$ cat config.mk
export PLATFORM = sky130hd
export DESIGN_NAME = upt_ram
export DESIGN_NICKNAME = d
export VERILOG_FILES = /design/src/rtl/upt_ram.sv
export SDC_FILE = /design/constraint.sdc
export NUM_CORES = 2
export LEC_CHECK = 0
export BUFFER_PORTS_ARGS = -buffer_cell sky130_fd_sc_hd__buf_4
export CAP_MARGIN = 20
export CORE_MARGIN = 2
export CORE_UTILIZATION = 63
export CTS_BUF_LIST = sky130_fd_sc_hd__clkbuf_4 sky130_fd_sc_hd__clkbuf_8 sky130_fd_sc_hd__clkbuf_16
export DETAILED_ROUTE_END_ITERATION = 8
export MAX_ROUTING_LAYER = met4
export PLACE_DENSITY_LB_ADDON = 0.08
export SLEW_MARGIN = 25
export SYNTH_ARGS = -nofsm -noshare
export SYNTH_HDL_FRONTEND = slang
export SYNTH_SLANG_ARGS = --single-unit
$ cat constraint.sdc
create_clock -name clock -period 5.2 [get_ports clock]
set_clock_uncertainty 0.15 [all_clocks]
set_input_delay 1.04 -clock clock [delete_from_list [all_inputs] [get_ports clock]]
set_output_delay 1.04 -clock clock [all_outputs]
set_load 0.02 [all_outputs]
$ cat src/rtl/upt_ram.sv
// ----------------------------------------------------------------------------
// upt_ram : generic single-port-write, single-port-read RAM
// One write and one registered read per cycle; read data holds while idle.
// ----------------------------------------------------------------------------
module upt_ram #(
   parameter int unsigned WIDTH = 32,
   parameter int unsigned DEPTH = 128
) (
   input  logic                     clock,
   input  logic                     wr_en,
   input  logic [$clog2(DEPTH)-1:0] wr_addr,
   input  logic [WIDTH-1:0]         wr_data,
   input  logic                     rd_en,
   input  logic [$clog2(DEPTH)-1:0] rd_addr,
   output logic [WIDTH-1:0]         rd_data
);

   logic [WIDTH-1:0] mem_ff [DEPTH];
   logic [WIDTH-1:0] rd_data_ff;

   always_ff @(posedge clock) begin
      if (wr_en) begin
         mem_ff[wr_addr] <= wr_data;
      end
      if (rd_en) begin
         rd_data_ff <= mem_ff[rd_addr];
      end
   end

   assign rd_data = rd_data_ff;

endmodule

==> results by group <==
Place
  • GPL Wtd Cong: a little over 0.8
  • Dpl cells: approximately 9400
  • IO Port Bufs: 80
  • Cell Area, Placed: roughly 160000 µm²
  • Dpl hpwl: 226 mm

STA
  • Fin Setup TNS: 0 ns
  • Final slew viol count: 0
  • Setup Viol. Count Final: 0
  • Max Freq: about 0.27 GHz
  • Fin. Hold Viols: 0
  • Tmin final: roughly 3.7 ns
  • RSZ-0062 raised after global routing: false
  • Final period utilization: around 70%
  • Worst slew pin tran: between 1 and 1.5 ns
  • Max_slew headroom: 27.6%

Setup path
  • Critical path origin: rd_addr[0]
  • Reg-to-Reg End: rd_data[26]$_DFFE_PP_
  • R2R depth: 4
  • CP Data Required Time: a little under 6 ns
  • CP Data Arrival Time: 4.22 ns
  • CP Capture Type: flop
  • RR Startpoint: mem_ff[36][26]$_DFFE_PP_
  • Worst reg2reg setup slack: roughly 2.2 ns
  • Crit-path max FO: 30
  • Worst setup SP type: primary input
  • Crit path kind: in -> reg

Floorplanning
  • Initial core utilization: a little over three fifths
  • Die ar.: around 250000 µm²
  • Ports: 81
  • Die Wd: slightly above 500 µm
  • Die H: 503 µm
  • Rows: around 180
  • Core Area: between 200000 and 250000 µm²

Clock tree
  • Worst-Skew Late Latency: between 1 and 1.5 ns
  • Post-CTS sizing: 0
  • Number of buffers added for setup after CTS: 0
  • TritonCTS Sinks: between 4000 and 5000
  • Post-CTS Hold Buffers: 0
  • CTS tree: done
  • Clock Tree Root: clkbuf_16
  • CTS Buffer Depth: 4
  • H-tree depth: 5
  • CTS Buf Count: ~400
  • Worst-path clk slew: around 0.06 ns

Layout
  • Core Util, Final: a little under three quarters
  • Multi-input gate area: about 32000 µm²
  • Cell area after layout: around 180000 µm²
  • Finished Layout Cells: slightly above 10000
  • Register area: 124000 µm²
  • Nets: between 6000 and 7000
  • Fill count: between 10000 and 15000
  • Layout cells sized above 1: between 30% and 40%
  • Area delta synth->final: 13.7%

Worst hold path
  • Hold path depth: 1
  • Min-Delay Startpoint: wr_data[15]
  • Hold Path End: mem_ff[123][15]$_DFFE_PP_
  • HP Class: in -> reg

Synthesis
  • Post-Syn Instances: between 5000 and 6000
  • Count leader, synth: edfxtp_1
  • Synth area leader: edfxtp_1
  • Seq cells post-synth: 4128
  • Mapped Avg Cell Area: between 20 and 30 µm²
  • Post-synth top area share: 79.2%
  • Seq/Total Area, Yosys: between 70 and 80%
  • Post-synth net total: a little over 6000
  • Fraction of registers with async set/reset: 0%
  • Primary FF master, synth: edfxtp_1
  • Synth warn: 0
  • Post-synth EDFFs: between 4000 and 5000
  • Post-synthesis cell type count: 16
  • Synth top area cells: edfxtp_1 (79%), mux4_2 (19%), clkbuf_1 (0.44%), nor2_1 (0.29%), buf_2 (0.25%)
  • Post-Syn Area: between 150000 and 200000 µm²
  • Commonest cells in the netlist: edfxtp_1 (4128), mux4_2 (1344), clkbuf_1 (182)

Route
  • DR pass1 iterations: 5
  • DR vias: 72300
  • Routed len/inst: between 30 and 40 µm
  • Antenna Nets Post-Route: 0
  • Initial DRC count: between 10000 and 15000
  • Final WL: just over 400 mm
  • Routed vias/inst: about 7.1
  • DRC errors left: 0

Pwr
  • Leak Pwr: around 55 nW
  • PwrDens: 393 nW/µm²
  • Peak supply drop: about 340 µV

GRT
  • Vias in the first global route: 71600
  • First-pass GRT wire length: between 500 and 600 mm
  • Initial antenna violation count: 57
  • Largest net degree at the start of global routing: 95
  • Total gr overflow: 0
  • Global router's overall resource usage: 33.8%

Flow run
  • Max Cap Viol: 0

Outcome
  • Status: completed
## power by group
part           total, W  switching (W)  internal, W  leakage (nW)
sequential       0.0369      0.0000842       0.0368          37.1
combinational   0.00368        0.00227      0.00142          11.3
clock            0.0294         0.0120       0.0174          6.61
total            0.0700         0.0144       0.0556          55.1
## metal layers
metal / vias up / GRT usage, % / part of all wire [%]
li1: 27500 / - / -
met1: 39500 / 49.1 / 38
met2: 4754 / 49.3 / 47
met3: 520 / 8.56 / 13
met4: 0 / 8.93 / 2.6
met5: - / - / 0
## worst max path at each step
stage                     cells past startpoint                 endpoint  slack (ns)
after floorplan                               3  mem_ff[98][0]$_DFFE_PP_        0.77
after global placement                        8    rd_data[20]$_DFFE_PP_        0.56
after detailed placement                      8    rd_data[20]$_DFFE_PP_        0.57
after CTS                                     8    rd_data[20]$_DFFE_PP_        1.63
after global routing                          7    rd_data[17]$_DFFE_PP_        1.56
final                                         7    rd_data[26]$_DFFE_PP_        1.55
## final cells by class
type                    instances  area share [%]
repair buffers                430            2.34
clock buffers                 481            6.07
multi-input cells            1546            18.1
well taps                    3330            2.34
clock inverters               239            1.40
diodes                         43          0.0604
flip-flops and latches       4128            69.6
## critical path, cell delays in order
cell    delay, ns
buf_16       0.26
buf_12       0.28
buf_12       0.28
mux4_2       0.59
mux4_2       0.66
mux4_2       0.67
mux2_2       0.32
## logic make-up after synthesis
group                  count (synthesis)  synth area share, %
buffers and inverters                316                0.837
multiplexers                        1376                 19.6
flip-flops                          4128                 79.2
AND/OR/NAND/NOR                      170                0.445
## registers in the layout, indices dropped and copies added, names as in the netlist
signal	count
mem_ff	4096
rd_data	32
## metrics by stage
stage          hold slack [ns]  total power [W]  worst slack [ns]
2_1_floorplan            0.989           0.0393             0.771
3_3_place_gp              1.03           0.0412             0.564
3_5_place_dp              1.03           0.0412             0.570
4_1_cts                  0.348           0.0702              1.63
5_1_grt                  0.276           0.0716              1.56
6_report                 0.315           0.0700              1.55
## cell usage in the layout (no fill, tap or decap), drive strengths merged
cell type / synthesis / layout
buf: 134 / 430
bufinv: 0 / 53
clkbuf: 182 / 481
clkinv: 0 / 168
clkinvlp: 0 / 12
diode: 0 / 43
edfxtp: 4128 / 4128
inv: 0 / 6
mux2: 32 / 32
mux4: 1344 / 1344
nand2: 14 / 14
nand2b: 2 / 2
nand3: 12 / 12
nand4: 3 / 3
nor2: 122 / 122
nor2b: 7 / 7
nor3: 9 / 9
or3: 1 / 1
Power figures use the tool's default switching activity.
