==> src/rtl/upt_pkg.sv <==
// ----------------------------------------------------------------------------
// upt_pkg : shared definitions for the upgrade packet tracker
// Field widths, request/response layouts, function and status codes.
// ----------------------------------------------------------------------------
package upt_pkg;

   // sizing
   localparam int unsigned MAX_PACKETS  = 4096;
   localparam int unsigned MAX_PAYLOAD  = 200;
   localparam int unsigned MAX_REPORTED = 51;

   // field widths
   localparam int unsigned FUNC_W   = 2;
   localparam int unsigned STATUS_W = 3;
   localparam int unsigned ADDR_W   = 32;
   localparam int unsigned SPACE_W  = 24;
   localparam int unsigned IMAGE_W  = 24;
   localparam int unsigned PSIZE_W  = 8;
   localparam int unsigned ID_W     = 16;
   localparam int unsigned PLEN_W   = 8;

   // bitmap geometry
   localparam int unsigned WORD_W       = 32;
   localparam int unsigned BIT_W        = 5;
   localparam int unsigned BITMAP_WORDS = (MAX_PACKETS + WORD_W - 1) / WORD_W;
   localparam int unsigned ROW_W        = (BITMAP_WORDS > 1) ? $clog2(BITMAP_WORDS) : 1;
   localparam int unsigned CNT_W        = $clog2(MAX_PACKETS + 1);
   localparam int unsigned CMP_W        = (ID_W > CNT_W) ? ID_W : CNT_W;
   localparam int unsigned MUL_W        = ID_W + PSIZE_W;
   localparam int unsigned FOUND_W      = $clog2(MAX_REPORTED + 1);
   localparam int unsigned DIV_STEP_W   = $clog2(IMAGE_W);

   // packet size must be a multiple of four
   localparam logic [PSIZE_W-1:0] ALIGN_MASK = 8'h03;

   // configuration port
   localparam int unsigned CSR_IDX_W  = 1;
   localparam int unsigned CSR_DATA_W = 32;
   localparam logic [CSR_IDX_W-1:0] CSR_APP_BASE_ADDR  = 1'd0;
   localparam logic [CSR_IDX_W-1:0] CSR_APP_SPACE_SIZE = 1'd1;

   // request kinds (carried on tuser)
   localparam logic [FUNC_W-1:0] FUNC_PREPARE = 2'd0;
   localparam logic [FUNC_W-1:0] FUNC_PACKET  = 2'd1;
   localparam logic [FUNC_W-1:0] FUNC_WRITE   = 2'd2;
   localparam logic [FUNC_W-1:0] FUNC_CHECK   = 2'd3;

   // response status (carried on tuser)
   localparam logic [STATUS_W-1:0] ST_OK           = 3'd0;
   localparam logic [STATUS_W-1:0] ST_WRONG_TARGET = 3'd1;
   localparam logic [STATUS_W-1:0] ST_MISALIGNED   = 3'd2;
   localparam logic [STATUS_W-1:0] ST_TOO_LARGE    = 3'd3;
   localparam logic [STATUS_W-1:0] ST_REJECTED     = 3'd4;
   localparam logic [STATUS_W-1:0] ST_WRITE_FAILED = 3'd5;
   localparam logic [STATUS_W-1:0] ST_MISSING      = 3'd6;

   // tdata layouts, first field in the lowest bits
   localparam int unsigned REQ_FIELDS_W = 1 + IMAGE_W + PSIZE_W + ID_W + PLEN_W + 1;
   localparam int unsigned REQ_DATA_W   = ((REQ_FIELDS_W + 7) / 8) * 8;
   localparam int unsigned RSP_FIELDS_W = 2 + ADDR_W + IMAGE_W + ID_W;
   localparam int unsigned RSP_DATA_W   = ((RSP_FIELDS_W + 7) / 8) * 8;

   typedef struct packed {
      logic [REQ_DATA_W-REQ_FIELDS_W-1:0] pad;
      logic                               write_ok;
      logic [PLEN_W-1:0]                  payload_length;
      logic [ID_W-1:0]                    packet_id;
      logic [PSIZE_W-1:0]                 packet_bytes;
      logic [IMAGE_W-1:0]                 image_size;
      logic                               target_is_app;
   } upt_req_data_type;

   typedef struct packed {
      logic [RSP_DATA_W-RSP_FIELDS_W-1:0] pad;
      logic [ID_W-1:0]                    missing_id;
      logic [IMAGE_W-1:0]                 flash_length;
      logic [ADDR_W-1:0]                  flash_addr;
      logic                               write_request;
      logic                               erase_request;
   } upt_rsp_data_type;

   // divider status back to the sequencer
   typedef struct packed {
      logic               done;
      logic [IMAGE_W-1:0] quotient;
      logic               rem_nz;
   } upt_div_res_type;

endpackage

==> src/rtl/upt_div.sv <==
// ----------------------------------------------------------------------------
// upt_div : restoring divider, one quotient bit per cycle
// Image size over packet size; reports quotient and a non-zero remainder flag.
// ----------------------------------------------------------------------------
module upt_div
   import upt_pkg::*;
(
   input  logic               clock,
   input  logic               reset,
   input  logic               start,
   input  logic [IMAGE_W-1:0] dividend,
   input  logic [PSIZE_W-1:0] divisor,   // held stable while busy
   output upt_div_res_type    result
);

   logic                  busy_ff, busy_in;
   logic                  done_ff, done_in;
   logic [DIV_STEP_W-1:0] step_ff, step_in;
   logic [IMAGE_W-1:0]    work_ff, work_in;   // dividend out at top, quotient in at bottom
   logic [PSIZE_W-1:0]    rem_ff, rem_in;

   logic [PSIZE_W:0]      rem_sh;
   logic [PSIZE_W+1:0]    diff;
   logic                  ge;

   always_comb begin
      rem_sh  = {rem_ff, work_ff[IMAGE_W-1]};
      diff    = {1'b0, rem_sh} - (PSIZE_W + 2)'(divisor);
      ge      = ~diff[PSIZE_W+1];
      busy_in = busy_ff;
      done_in = 1'b0;
      step_in = step_ff;
      work_in = work_ff;
      rem_in  = rem_ff;
      if (start) begin
         busy_in = 1'b1;
         step_in = '0;
         work_in = dividend;
         rem_in  = '0;
      end else if (busy_ff) begin
         work_in = {work_ff[IMAGE_W-2:0], ge};
         rem_in  = ge ? diff[PSIZE_W-1:0] : rem_sh[PSIZE_W-1:0];
         step_in = step_ff + DIV_STEP_W'(1);
         if (step_ff == DIV_STEP_W'(IMAGE_W - 1)) begin
            busy_in = 1'b0;
            done_in = 1'b1;
         end
      end
   end

   always_ff @(posedge clock) begin
      if (reset) begin
         busy_ff <= 1'b0;
         done_ff <= 1'b0;
      end else begin
         busy_ff <= busy_in;
         done_ff <= done_in;
      end
   end

   always_ff @(posedge clock) begin
      step_ff <= step_in;
      work_ff <= work_in;
      rem_ff  <= rem_in;
   end

   assign result.done     = done_ff;
   assign result.quotient = work_ff;
   assign result.rem_nz   = |rem_ff;

endmodule

==> config.mk <==
export PLATFORM = sky130hd
export DESIGN_NAME = upt_div
export DESIGN_NICKNAME = d
export VERILOG_FILES = /design/src/rtl/upt_pkg.sv /design/src/rtl/upt_div.sv
export SDC_FILE = /design/constraint.sdc
export NUM_CORES = 1
export LEC_CHECK = 0
export BUFFER_PORTS_ARGS = -buffer_cell sky130_fd_sc_hd__buf_2
export CAP_MARGIN = 20
export CORE_UTILIZATION = 57
export CTS_BUF_LIST = sky130_fd_sc_hd__clkbuf_4 sky130_fd_sc_hd__clkbuf_8
export DETAILED_ROUTE_END_ITERATION = 12
export PLACE_DENSITY = 0.87
export SLEW_MARGIN = 20
export SYNTH_ARGS = -nofsm -noshare
export SYNTH_HDL_FRONTEND = slang
export SYNTH_SLANG_ARGS = --single-unit
==> constraint.sdc <==
create_clock -name clock -period 5.5 [get_ports clock]
set_input_delay 0.55 -clock clock [delete_from_list [all_inputs] [get_ports clock]]
set_output_delay 0.55 -clock clock [all_outputs]
set_load 0.05 [all_outputs]
==> results.toml <==
[timing]
tns_ns = 0
rsz0062_at_grt = "no"
maxSlewHeadroom = 0.388
whs_ns = 0.376
period_share = 0.392
setup_slack_ns = 3.34
timing_hold_violations_final = 0
max_freq_mhz = 464
worst_pin_slew_ns = 0.918
setup_viol = 0
finalMaxSlewViolations = 0
layout_min_cycle_time_ns = 2.16
fin_worst_skew_ns = 0.0118

[setup_path]
cp-start-kind = "flip-flop"
end_kind = "flip-flop"
critPathMaxFanout = 6
worstPathArrival_ns = 2.26
cp-endpoint = "work_ff[0]"
r2r-end = "work_ff[0]"
cp-startpoint = "rem_ff[5]"
required_ns = 5.61
critPathKind = "reg -> reg"
r2r_cells = 5
reg2reg_slack_ns = 3.34
rr_startpoint = "rem_ff[5]"

[synthesis]
synth_top_area_share = 0.353
synth.avg_cell_area_um2 = 11.5
synthAdderAreaFrac = 0.0650
synth_edf_count = 24
syn_area_um2 = 2040
synthCells = 178
synth-simple-area-share = 0.118
dominantRegCellSynth = "edfxtp_1"
synth.net_count = 223
synthArstFlopShare = 0
yosys_warnings = 0
synth_mux_area_frac = 0.147
synth_compound_area_frac = 0.104
synthXorXnorAreaFrac = 0.0258
synth_largest_area_cell = "edfxtp_1"
yosysUniqueCellTypes = 43
synth_top_family_by_area = "multiplexers"
synth_seq_area_share = 0.501
yosys-top-cells-area = "edfxtp_1 35%, dfxtp_1 15%, mux2_2 13%"
ys_ff_latch = 39

[die]
die_h_um = 61.8
rows = 21
die_area_um2 = 3820
io_pins = 61
core_um2 = 3390
start_util = 0.602
die_width_um = 61.8

[global_route]
grt_pass1_vias = 1360
grt.met2_usage = 0.344
grt_busiest_layer = "met2"
grt.met3_usage = 0.0787
grt_max_degree = 34
antenna_found_initial = 0
grt-ovfl-total = 0
grt_pass1_wl_mm = 6.16
grtUsageTotal = 0.227
grt_use_met1 = 0.310

[run]
maxCapViolations = 0

[power_and_ir_drop]
powerDensity_nw_per_um2 = 275
peakVddDrop_mv = 0.213
total_power_mw = 0.665
power.leakage_nw = 1.04

[clock_network]
path_clk_slew_ns = 0.12
holdBufCountCts = 0
post_cts_buffers = 0
clkLatencyLatePin_ns = 0.34
cts-root-buf = "clkbuf_4"
cts_max_path_buffers = 2
numCtsBuffers = 5
ctsResizeCount = 0
cts_tree = "done"
cts_max_level = 2
clkSinkCount = 39

[detailed_routing]
via_per_inst = 5.45
drc = 0
num_vias = 1553
ant_nets = 0
drtPass1Iterations = 4
routed_wl_mm = 3.88
wl_per_cell_um = 13.6
dr.first_iter.drc_count = 82

[place]
dpl-instance-area_um2 = 2360
dp.cells = 277
port_buffers = 60
routabilityCongestion = 0.828
pre_cts_ws_ns = 3.03
hpwl_mm = 2.82

[layout]
postLayoutCoreUtil = 0.715
drive_above_1_share = 0.406
final_area_um2 = 2420
final_nets = 283
area_growth_pct = 18.8
instances_no_fill = 285
antennaDiodeCount = 0

[worst_hold_path]
worstHoldPathCells = 2
hold_class = "in -> reg"

[status]
status = "finished clean"
-- cells in the mapped netlist (2+ instances only) --
library cell  count
buf_2             2
clkbuf_1          2
edfxtp_1         24
dfxtp_1          15
nor3_1            4
inv_1            13
o21ai_0           4
a32oi_1           2
a21oi_1           7
nand3_1           5
xnor2_1           2
nor2b_1           2
nand2b_1          4
ha_1              9
nand2_1          11
o311ai_0          2
mux2i_1           3
mux2_2           24
nor4_1            2
xor2_1            4
nor2_1           12
buf_1             2
nand4_1           3
-- worst max-delay path: stages (launching register included) --
cell and delay, ns:
dfxtp_1 0.42, ha_1 0.32, a21oi_1 0.28, o221ai_1 0.22
or2_0 0.38, mux2_2 0.31
-- cell type report --
cell class | count | area [um^2]
Clock buffer | 7 | 52.6
Clock inverter | 1 | 5.00
Fill cell | 246 | 967
Inverter | 13 | 48.8
Multi-Input combinational cell | 119 | 937
Sequential cell | 39 | 1020
Tap cell | 46 | 57.6
Timing Repair Buffer | 60 | 300
-- routing by layer --
| metal | vias to the layer above | wire length, um |
|---|---|---|
| met1 | 716 | 1780 |
| met2 | 52 | 1790 |
| met5 | - | 0 |
| met3 | 6 | 267 |
| met4 | 0 | 46 |
| li1 | 779 | - |
-- state kept, by name, indices dropped and copies added (netlist names) --
register,cells
busy_ff,1
work_ff,24
done_ff,1
step_ff,5
rem_ff,8
-- where the power goes --
| part | switching, mW | internal [mW] |
|---|---|---|
| logic | 0.114 | 0.0517 |
| registers | 0.0138 | 0.338 |
| clock network | 0.0883 | 0.0598 |
| total | 0.216 | 0.449 |
-- layout by cell type (no fill, tap or decap), types with 2 or more instances in the layout --
| cell type | instances |
|---|---|
| edfxtp_1 | 24 |
| inv_1 | 13 |
| buf_2 | 60 |
| xnor2_1 | 2 |
| mux2i_1 | 3 |
| nor3_1 | 4 |
| nand4_1 | 3 |
| nor4_1 | 2 |
| clkbuf_4 | 7 |
| ha_1 | 9 |
| nor2b_1 | 2 |
| o21ai_0 | 4 |
| nand2_1 | 11 |
| o311ai_0 | 2 |
| a32oi_1 | 2 |
| nand2b_1 | 4 |
| nand3_1 | 5 |
| mux2_2 | 24 |
| nor2_1 | 12 |
| dfxtp_1 | 15 |
| a21oi_1 | 7 |
| xor2_1 | 4 |
-- kinds of logic after synthesis --
| kind of cell | count (synthesis) |
|---|---|
| simple gates | 48 |
| flops | 39 |
| compound gates | 28 |
| mux | 27 |
| buf+inv | 20 |
| fa+ha+maj | 10 |
| xor+xnor | 6 |
-- worst min path at each step --
stage,startpoint,to
final,reset,busy_ff
after global routing,reset,busy_ff
after CTS,reset,busy_ff
after detailed placement,rem_ff[5],rem_ff[5]
after global placement,step_ff[1],step_ff[1]
after floorplan,rem_ff[5],rem_ff[5]
No activity file was read; power rests on OpenSTA's default activity.
